[config.mk]
export PLATFORM = sky130hd
export DESIGN_NAME = distance_coded_reference_decoder
export DESIGN_NICKNAME = d
export VERILOG_FILES = /design/src/hw/rtl/dcrd_pkg.sv /design/src/hw/rtl/dcrd_ctrl.sv /design/src/hw/rtl/dcrd_datapath.sv /design/src/hw/rtl/distance_coded_reference_decoder.sv
export SDC_FILE = /design/constraint.sdc
export NUM_CORES = 2
export LEC_CHECK = 0
export ABC_AREA = 1
export BUFFER_PORTS_ARGS = -buffer_cell sky130_fd_sc_hd__clkbuf_2
export CAP_MARGIN = 20
export CORE_MARGIN = 3
export CORE_UTILIZATION = 31
export CTS_CLUSTER_DIAMETER = 50
export DETAILED_ROUTE_END_ITERATION = 7
export PLACE_DENSITY_LB_ADDON = 0.25
export SLEW_MARGIN = 20
export SYNTH_ARGS = -nofsm -noshare
export SYNTH_HDL_FRONTEND = slang
export SYNTH_HIERARCHICAL = 1
export SYNTH_SLANG_ARGS = --single-unit
[constraint.sdc]
create_clock -name clk -period 8.8 [get_ports clk]
set_input_delay 1.76 -clock clk [delete_from_list [all_inputs] [get_ports clk]]
set_output_delay 1.76 -clock clk [all_outputs]
set_load 0.05 [all_outputs]
[src/hw/rtl/dcrd_pkg.sv]
// Shared types, constants and helpers for the distance-coded reference decoder.
// Used by dcrd_ctrl, dcrd_datapath and distance_coded_reference_decoder.
// Depends on nothing.
`default_nettype none

package dcrd_pkg;

    // Counts per signal period. This must be a power of two; the period count is
    // taken with a plain division by it.
    localparam int unsigned PERIOD_COUNTS = 4;

    localparam int unsigned CFG_DATA_W = 16;

    // Configuration register indexes.
    localparam logic REG_NOMINAL = 1'b0;
    localparam logic REG_PERIOD  = 1'b1;

    localparam logic [15:0] NOMINAL_RESET = 16'd1000;
    localparam logic [7:0]  PERIOD_RESET  = 8'd20;

    // Command codes. The unused code is handled as a position sample.
    localparam logic [1:0] CMD_SAMPLE = 2'd0;
    localparam logic [1:0] CMD_MARK   = 2'd1;
    localparam logic [1:0] CMD_CLEAR  = 2'd2;

    // Reference modes.
    localparam logic [1:0] MODE_IDLE  = 2'd0;
    localparam logic [1:0] MODE_FIRST = 2'd1;
    localparam logic [1:0] MODE_ABS   = 2'd2;

    localparam logic signed [63:0] MAX48 = 64'sh0000_7FFF_FFFF_FFFF;
    localparam logic signed [63:0] MIN48 = 64'shFFFF_8000_0000_0000;

    typedef struct packed {
        logic [1:0]         command;
        logic signed [31:0] count;
        logic               direction;
    } in_word_t;

    typedef struct packed {
        logic signed [47:0] absolute_um;
        logic               position_known;
        logic [1:0]         ref_state;
        logic [31:0]        marks_seen;
        logic signed [47:0] first_mark_um;
    } out_word_t;

    // Commands from the controller to the datapath.
    typedef struct packed {
        logic load_in;
        logic exec;
        logic step_mrr;
        logic step_mul1;
        logic step_sum;
        logic step_mul2;
        logic step_offs;
        logic load_out;
    } ctl_cmd_t;

    // Status from the datapath to the controller.
    typedef struct packed {
        logic       is_mark;
        logic [1:0] mode;
    } ctl_stat_t;

    // Clamp a signed value to the signed 48-bit range.
    function automatic logic signed [47:0] sat48(input logic signed [63:0] v);
        logic signed [63:0] r;
        r = v;
        if (v > MAX48) begin
            r = MAX48;
        end else if (v < MIN48) begin
            r = MIN48;
        end
        return r[47:0];
    endfunction

endpackage

`default_nettype wire

[src/hw/rtl/dcrd_ctrl.sv]
// Sequencing state machine for the distance-coded reference decoder.
// Drives dcrd_datapath through dcrd_pkg::ctl_cmd_t; uses dcrd_pkg.
`default_nettype none

module dcrd_ctrl (
    input  wire logic               clk,
    input  wire logic               rst_n,
    input  wire logic               in_valid,
    output logic                    in_stall,
    output logic                    out_valid,
    input  wire logic               out_stall,
    input  wire dcrd_pkg::ctl_stat_t stat,
    output dcrd_pkg::ctl_cmd_t      cmd
);

    localparam logic [2:0] ST_IDLE = 3'd0;
    localparam logic [2:0] ST_EXEC = 3'd1;
    localparam logic [2:0] ST_MRR  = 3'd2;
    localparam logic [2:0] ST_MUL1 = 3'd3;
    localparam logic [2:0] ST_SUM  = 3'd4;
    localparam logic [2:0] ST_MUL2 = 3'd5;
    localparam logic [2:0] ST_OFFS = 3'd6;
    localparam logic [2:0] ST_RESP = 3'd7;

    logic [2:0] state_reg;
    logic [2:0] state_next;
    logic       out_valid_reg;
    logic       out_valid_next;

    assign in_stall  = (state_reg != ST_IDLE);
    assign out_valid = out_valid_reg;

    always_comb
    begin
        cmd        = '0;
        state_next = state_reg;
        unique case (state_reg)
            ST_IDLE:
            begin
                if (in_valid) begin
                    cmd.load_in = 1'b1;
                    state_next  = ST_EXEC;
                end
            end
            ST_EXEC:
            begin
                cmd.exec = 1'b1;
                // Only the second mark needs the long computation.
                if (stat.is_mark && (stat.mode == dcrd_pkg::MODE_FIRST)) begin
                    state_next = ST_MRR;
                end else begin
                    state_next = ST_RESP;
                end
            end
            ST_MRR:
            begin
                cmd.step_mrr = 1'b1;
                state_next   = ST_MUL1;
            end
            ST_MUL1:
            begin
                cmd.step_mul1 = 1'b1;
                state_next    = ST_SUM;
            end
            ST_SUM:
            begin
                cmd.step_sum = 1'b1;
                state_next   = ST_MUL2;
            end
            ST_MUL2:
            begin
                cmd.step_mul2 = 1'b1;
                state_next    = ST_OFFS;
            end
            ST_OFFS:
            begin
                cmd.step_offs = 1'b1;
                state_next    = ST_RESP;
            end
            ST_RESP:
            begin
                // The output register may be refilled in the cycle it drains.
                if (!out_valid_reg || !out_stall) begin
                    cmd.load_out = 1'b1;
                    state_next   = ST_IDLE;
                end
            end
        endcase
    end

    always_comb
    begin
        out_valid_next = out_valid_reg;
        if (cmd.load_out) begin
            out_valid_next = 1'b1;
        end else if (!out_stall) begin
            out_valid_next = 1'b0;
        end
    end

    always_ff @(posedge clk or negedge rst_n)
    begin
        if (!rst_n) begin
            state_reg     <= ST_IDLE;
            out_valid_reg <= 1'b0;
        end else begin
            state_reg     <= state_next;
            out_valid_reg <= out_valid_next;
        end
    end

endmodule

`default_nettype wire

[src/hw/rtl/dcrd_datapath.sv]
// Datapath of the distance-coded reference decoder: configuration, mark state,
// the first-mark arithmetic and the output register. Uses dcrd_pkg.
`default_nettype none

module dcrd_datapath (
    input  wire logic                clk,
    input  wire logic                rst_n,
    input  wire logic                cfg_write,
    input  wire logic                cfg_index,
    input  wire logic [dcrd_pkg::CFG_DATA_W-1:0] cfg_data,
    input  wire dcrd_pkg::in_word_t  in_word,
    input  wire dcrd_pkg::ctl_cmd_t  cmd,
    output dcrd_pkg::ctl_stat_t      stat,
    output dcrd_pkg::out_word_t      out_word
);

    // Configuration.
    logic [15:0] nominal_reg;
    logic [7:0]  period_reg;

    // Accepted word.
    logic [1:0]         in_cmd_reg;
    logic signed [31:0] in_cnt_reg;
    logic               in_dir_reg;

    // Architectural state.
    logic [1:0]         mode_reg;
    logic signed [31:0] first_count_reg;
    logic               first_neg_reg;
    logic signed [47:0] first_abs_reg;
    logic signed [47:0] offset_reg;
    logic [31:0]        mark_total_reg;

    // Intermediate results of the second-mark computation.
    logic [32:0]        mrr_reg;
    logic signed [31:0] q_reg;
    logic signed [34:0] t2_reg;
    logic signed [51:0] t1_reg;
    logic signed [51:0] p1_reg;

    dcrd_pkg::out_word_t out_word_reg;

    logic               is_mark;
    logic               is_clear;
    logic signed [32:0] delta;
    logic [32:0]        abs_delta;
    logic [32:0]        mrr_next;
    logic signed [34:0] b_val;
    logic [33:0]        ab_val;
    logic signed [31:0] q_next;
    logic signed [34:0] t2_next;
    logic signed [51:0] p1_next;
    logic signed [8:0]  period_s;
    logic signed [60:0] prod;
    logic               abs_valid;
    dcrd_pkg::out_word_t out_next;

    assign is_mark  = (in_cmd_reg == dcrd_pkg::CMD_MARK);
    assign is_clear = (in_cmd_reg == dcrd_pkg::CMD_CLEAR);

    assign stat.is_mark = is_mark;
    assign stat.mode    = mode_reg;

    always_comb
    begin
        delta     = 33'(in_cnt_reg) - 33'(first_count_reg);
        abs_delta = delta[32] ? 33'(-delta) : 33'(delta);
        mrr_next  = 33'(abs_delta / dcrd_pkg::PERIOD_COUNTS);
    end

    // B = 2*MRR - N; the half term and the direction term of P1.
    always_comb
    begin
        b_val  = signed'({1'b0, mrr_reg, 1'b0}) - signed'({19'd0, nominal_reg});
        ab_val = b_val[34] ? 34'(-b_val) : 34'(b_val);
        if (b_val[34]) begin
            q_next = 32'(ab_val >> 1);
        end else if (ab_val == 34'd0) begin
            // With B exactly zero the half term truncates to minus one.
            q_next = -32'sd1;
        end else if (ab_val == 34'd1) begin
            q_next = '0;
        end else begin
            q_next = 32'((ab_val - 34'd2) >> 1);
        end
        if (!b_val[34] && first_neg_reg) begin
            t2_next = signed'({2'b00, mrr_reg});
        end else if (b_val[34] && !first_neg_reg) begin
            t2_next = -signed'({2'b00, mrr_reg});
        end else begin
            t2_next = '0;
        end
    end

    always_comb
    begin
        p1_next  = t1_reg + 52'(t2_reg);
        period_s = signed'({1'b0, period_reg});
        prod     = p1_reg * period_s;
    end

    always_comb
    begin
        abs_valid                   = (mode_reg == dcrd_pkg::MODE_ABS);
        out_next.position_known     = abs_valid;
        out_next.ref_state          = mode_reg;
        out_next.marks_seen         = mark_total_reg;
        out_next.first_mark_um      = first_abs_reg;
        if (abs_valid) begin
            out_next.absolute_um = dcrd_pkg::sat48(64'(in_cnt_reg) + 64'(offset_reg));
        end else begin
            out_next.absolute_um = '0;
        end
    end

    always_ff @(posedge clk or negedge rst_n)
    begin
        if (!rst_n) begin
            nominal_reg <= dcrd_pkg::NOMINAL_RESET;
            period_reg  <= dcrd_pkg::PERIOD_RESET;
        end else if (cfg_write) begin
            unique case (cfg_index)
                dcrd_pkg::REG_NOMINAL: nominal_reg <= cfg_data[15:0];
                dcrd_pkg::REG_PERIOD:  period_reg  <= cfg_data[7:0];
            endcase
        end
    end

    always_ff @(posedge clk or negedge rst_n)
    begin
        if (!rst_n) begin
            mode_reg        <= dcrd_pkg::MODE_IDLE;
            first_count_reg <= '0;
            first_neg_reg   <= 1'b0;
            first_abs_reg   <= '0;
            offset_reg      <= '0;
            mark_total_reg  <= '0;
        end else if (cmd.exec) begin
            if (is_clear) begin
                mode_reg        <= dcrd_pkg::MODE_IDLE;
                first_count_reg <= '0;
                first_neg_reg   <= 1'b0;
                first_abs_reg   <= '0;
                offset_reg      <= '0;
                mark_total_reg  <= '0;
            end else if (is_mark) begin
                mark_total_reg <= mark_total_reg + 32'd1;
                if (mode_reg == dcrd_pkg::MODE_IDLE) begin
                    first_count_reg <= in_cnt_reg;
                    first_neg_reg   <= in_dir_reg;
                    mode_reg        <= dcrd_pkg::MODE_FIRST;
                end
            end
        end else if (cmd.step_mul2) begin
            first_abs_reg <= dcrd_pkg::sat48(64'(prod));
        end else if (cmd.step_offs) begin
            offset_reg <= dcrd_pkg::sat48(64'(first_abs_reg) - 64'(first_count_reg));
            mode_reg   <= dcrd_pkg::MODE_ABS;
        end
    end

    // Payload registers, no reset needed.
    always_ff @(posedge clk)
    begin
        if (cmd.load_in) begin
            in_cmd_reg <= in_word.command;
            in_cnt_reg <= in_word.count;
            in_dir_reg <= in_word.direction;
        end
        if (cmd.exec) begin
            mrr_reg <= mrr_next;
        end
        if (cmd.step_mrr) begin
            q_reg  <= q_next;
            t2_reg <= t2_next;
        end
        if (cmd.step_mul1) begin
            t1_reg <= q_reg * signed'({1'b0, nominal_reg});
        end
        if (cmd.step_sum) begin
            p1_reg <= p1_next;
        end
        if (cmd.load_out) begin
            out_word_reg <= out_next;
        end
    end

    assign out_word = out_word_reg;

endmodule

`default_nettype wire

[src/hw/rtl/distance_coded_reference_decoder.sv]
// Top level of the distance-coded reference decoder.
// Joins dcrd_ctrl and dcrd_datapath; uses dcrd_pkg.
//
// Channel   Direction  Handshake            Word
// input     in         in_valid / in_stall   dcrd_pkg::in_word_t
// output    out        out_valid / out_stall dcrd_pkg::out_word_t
// config    in         cfg_valid / cfg_ready cfg_index, cfg_data
//
// A sample, a clear or a first mark passes the execute and response states before
// the next word is taken; the second mark also steps the half and direction terms,
// two registered multiplies, a sum and the offset subtract.
// Reset clears all mark state and loads the register defaults; no sweep.
// A waiting result sits in the output register while the next word is taken.
// Configuration writes are always accepted.
`default_nettype none

module distance_coded_reference_decoder (
    input  wire logic                clk,
    input  wire logic                rst_n,
    input  wire logic                in_valid,
    output logic                     in_stall,
    input  wire dcrd_pkg::in_word_t  in_word,
    output logic                     out_valid,
    input  wire logic                out_stall,
    output dcrd_pkg::out_word_t      out_word,
    input  wire logic                cfg_valid,
    output logic                     cfg_ready,
    input  wire logic                cfg_index,
    input  wire logic [dcrd_pkg::CFG_DATA_W-1:0] cfg_data
);

    dcrd_pkg::ctl_cmd_t  cmd;
    dcrd_pkg::ctl_stat_t stat;

    assign cfg_ready = 1'b1;

    dcrd_ctrl u_ctrl (
        .clk       (clk),
        .rst_n     (rst_n),
        .in_valid  (in_valid),
        .in_stall  (in_stall),
        .out_valid (out_valid),
        .out_stall (out_stall),
        .stat      (stat),
        .cmd       (cmd)
    );

    dcrd_datapath u_datapath (
        .clk       (clk),
        .rst_n     (rst_n),
        .cfg_write (cfg_valid),
        .cfg_index (cfg_index),
        .cfg_data  (cfg_data),
        .in_word   (in_word),
        .cmd       (cmd),
        .stat      (stat),
        .out_word  (out_word)
    );

endmodule

`default_nettype wire

==> metrics.md <==
| Metric | Value |
|---|---|
| DRT Pass-1 Iters | 6 |
| Vias in the first global route | 58,180 |
| CTS tree | yes |
| Via Count | 57,190 |
| R2r worst-path depth | 24 |
| Critical Path End | u_datapath/t1_reg[41] |
| Crit path DAT | 7.57 ns |
| Routed wire per std cell | 18.94 µm |
| Final ANT Viol Nets | 0 |
| Top Usage Layer GRT | met2 |
| Max Root-Sink Buffers | 3 |
| Unique cell type count in the Yosys netlist | 75 |
| Global-route wire length before repair | 349,800 µm |
| CTS clk-pin slew, worst paths | 0.06 ns |
| DR vias/cell | 4.786 |
| Final min period | 7.126 ns |
| Syn nets | 10,200 |
| Initial antenna violation count | 6 |
| Syn. warnings | 6 |
| Max Cap Viol | 0 |
| Max reg flops | 131 |
| Synth Cell Area | 0.06911 mm² |
| FILL cells | 23,270 |
| Worst hold path class | flip-flop to flip-flop |
| Layout cells sized above 1 | 5.797% |
| Drt drc | 0 |
| Die Footprint | 0.2286 mm² |
| Post-CTS setup buffer count | 0 |
| Met2 Use GR | 32.29% |
| Mapped Cells | 8,895 |
| Post-route clock period utilization | 80.97% |
| Post-detail-place hpwl | 186,500 µm |
| Routability Congestion | 0.9099 |
| Wirelength, routed | 226,300 µm |
| Root Buffer Master | clkbuf_16 |
| GR Util met1 | 27.32% |
| CTS Hold Bufs | 0 |
| # resized after CTS | 0 |
| Reg-to-reg critical path startpoint | u_datapath/nominal_reg[2] |
| Reg2Reg Setup Slack | 1.67 ns |
| Worst skew pair latency | 0.71 ns |
| Total CTS buffers | 88 |
| Post-synthesis sequential area ratio | 22.79% |
| Number of DRC markers in iteration 0 | 3,923 |
| Flops & latches, synth | 556 |
| Die height | 478.2 µm |
| Crit path required time | 9.24 ns |
| Setup crit end kind | flip-flop |
| Worst Path Max Fanout | 18 |
| # rows | 172 |
| FFs w/ async S/R, synth | 34.35% |
| CP Launch Type | flip-flop |
| Largest net degree at the start of global routing | 137 |
| Initial core utilization | 31.33% |
| Clock sinks | 556 |
| I/O Pins | 191 |
| Maximum clock frequency | 140.3 MHz |
| Area Overhead vs Synth | 10.14% |
| Worst Path Class, Setup | flip-flop to flip-flop |
| Fin. Hold Viols | 0 |
| Commonest non-fill, non-tap cell in the layout | nand2_1 |
| Max-Slew Margin vs Limit | 30.06% |
| Skew final | 0.02823 ns |
| Global-route met3 utilization | 2.887% |
| RSZ-0062 raised after global routing | no |
| TNS Setup | 0 ns |
| CTS H-tree lvls | 3 |
| Ys flop type | edfxtp_1 |
| Tot GR Track Use | 19.61% |
| Gr ovfl total | 0 |
| CP startpoint | u_datapath/nominal_reg[2] |
| Final-report max-slew violation count | 0 |
| Core outline area | 0.2206 mm² |
| # nets final | 10,220 |
| Die width | 478.2 µm |
| Most frequent cells in the layout | 2,216 x nand2_1, 2,016 x inv_1, 812 x fa_1, 553 x nor2_1, 437 x ha_1 |
| Worst-Margin Slew | 1.049 ns |
| Avg Cell Area, Syn | 7.769 µm² |
| Status | finished, final reports clean |
| Final Setup Violations | 0 |
| Post-synth EDFFs | 365 |
| Reg2reg end | u_datapath/t1_reg[41] |
| PortBufs | 189 |
worst max-delay path, cell delays in order (launching register included):
cell and delay [ns]:
dfrtp_1 0.82, buf_4 0.38, nand2_1 0.12, fa_1 0.58, inv_1 0.06, fa_1 0.54
inv_1 0.06, fa_1 0.50, fa_1 0.55, inv_1 0.05, fa_1 0.49, fa_1 0.42
ha_1 0.37, nand2_1 0.15, nor2_1 0.15, nand4_1 0.20, nor4_1 0.35, a21oi_1 0.19
o21ai_0 0.29, nand2_1 0.09, nand2_1 0.11, nand2_1 0.06, nand2_1 0.09, a21oi_1 0.09
xnor2_1 0.14
routing by layer:
layer / up-vias / routed length (µm)
met1: 28070 / 104600
met5: - / 27
met3: 250 / 11880
li1: 27450 / -
met2: 1415 / 105100
met4: 4 / 4683
cell families after synthesis:
logic type / Yosys count / share of synthesized area (%)
compound gates: 1095 / 9.011
xor+xnor: 312 / 3.954
fa+ha+maj: 1249 / 31.43
buf+inv: 2340 / 12.97
flops: 556 / 22.79
other cells: 1 / 0.005426
simple gates: 3342 / 19.84
how the worst min path moves through the flow:
stage	start	to	slack, ns	cells past startpoint
after floorplan	u_datapath/mark_total_reg[31]	u_datapath/mark_total_reg[31]	0.43	1
after global placement	u_datapath/mark_total_reg[31]	u_datapath/mark_total_reg[31]	0.46	1
after detailed placement	u_datapath/mark_total_reg[31]	u_datapath/mark_total_reg[31]	0.46	1
after CTS	u_datapath/mark_total_reg[31]	u_datapath/mark_total_reg[31]	0.47	1
after global routing	u_datapath/mark_total_reg[2]	u_datapath/out_word[50]	0.50	0
final	u_datapath/mark_total_reg[31]	u_datapath/mark_total_reg[31]	0.47	1
area by class of cell:
class,count,area [µm²],share of cell area [%]
Sequential cell,556,15760,20.70
Antenna cell,2,5.005,0.006575
Multi-Input combinational cell,5999,44480,58.43
Inverter,2027,7611,9.999
Clock buffer,98,2322,3.051
Timing Repair Buffer,241,1410,1.853
Tap cell,2958,3701,4.862
Clock inverter,67,829.5,1.090
cells in the mapped netlist (21+ instances only):
master / n / area (µm²)
edfxtp_1: 365 / 10960
nand2_2: 23 / 143.9
ha_1: 437 / 5468
nand2_1: 2216 / 8318
nor3_1: 84 / 420.4
o211ai_1: 62 / 465.5
nor4_1: 32 / 200.2
xnor2_1: 122 / 1069
clkbuf_2: 48 / 240.2
o21ai_0: 341 / 1707
nand4_1: 79 / 494.2
a31oi_1: 92 / 575.6
clkbuf_1: 234 / 878.3
nor2_1: 559 / 2098
fa_1: 812 / 16260
a21oi_1: 419 / 2097
o21ai_1: 21 / 105.1
xor2_1: 190 / 1664
nand3_1: 271 / 1356
inv_1: 2016 / 7567
o21a_1: 33 / 247.7
dfrtp_1: 183 / 4579
a21o_1: 33 / 247.7
metrics by stage:
stage	instance area [µm²]	setup WS (ns)	std cells	util, %	hold slack (ns)
after global routing	76120	1.296	11950	34.51	0.4987
after floorplan	69110	2.494	8895	-	0.4287
final	76120	1.674	11950	34.51	0.4699
after detailed placement	72930	1.696	11780	33.06	0.4627
after CTS	76080	1.677	11950	34.49	0.4721
after global placement	72890	1.697	11780	33.05	0.4593
Power is not shown: default switching activity piles up to over one toggle a cycle in this logic, so the estimate is an artifact.
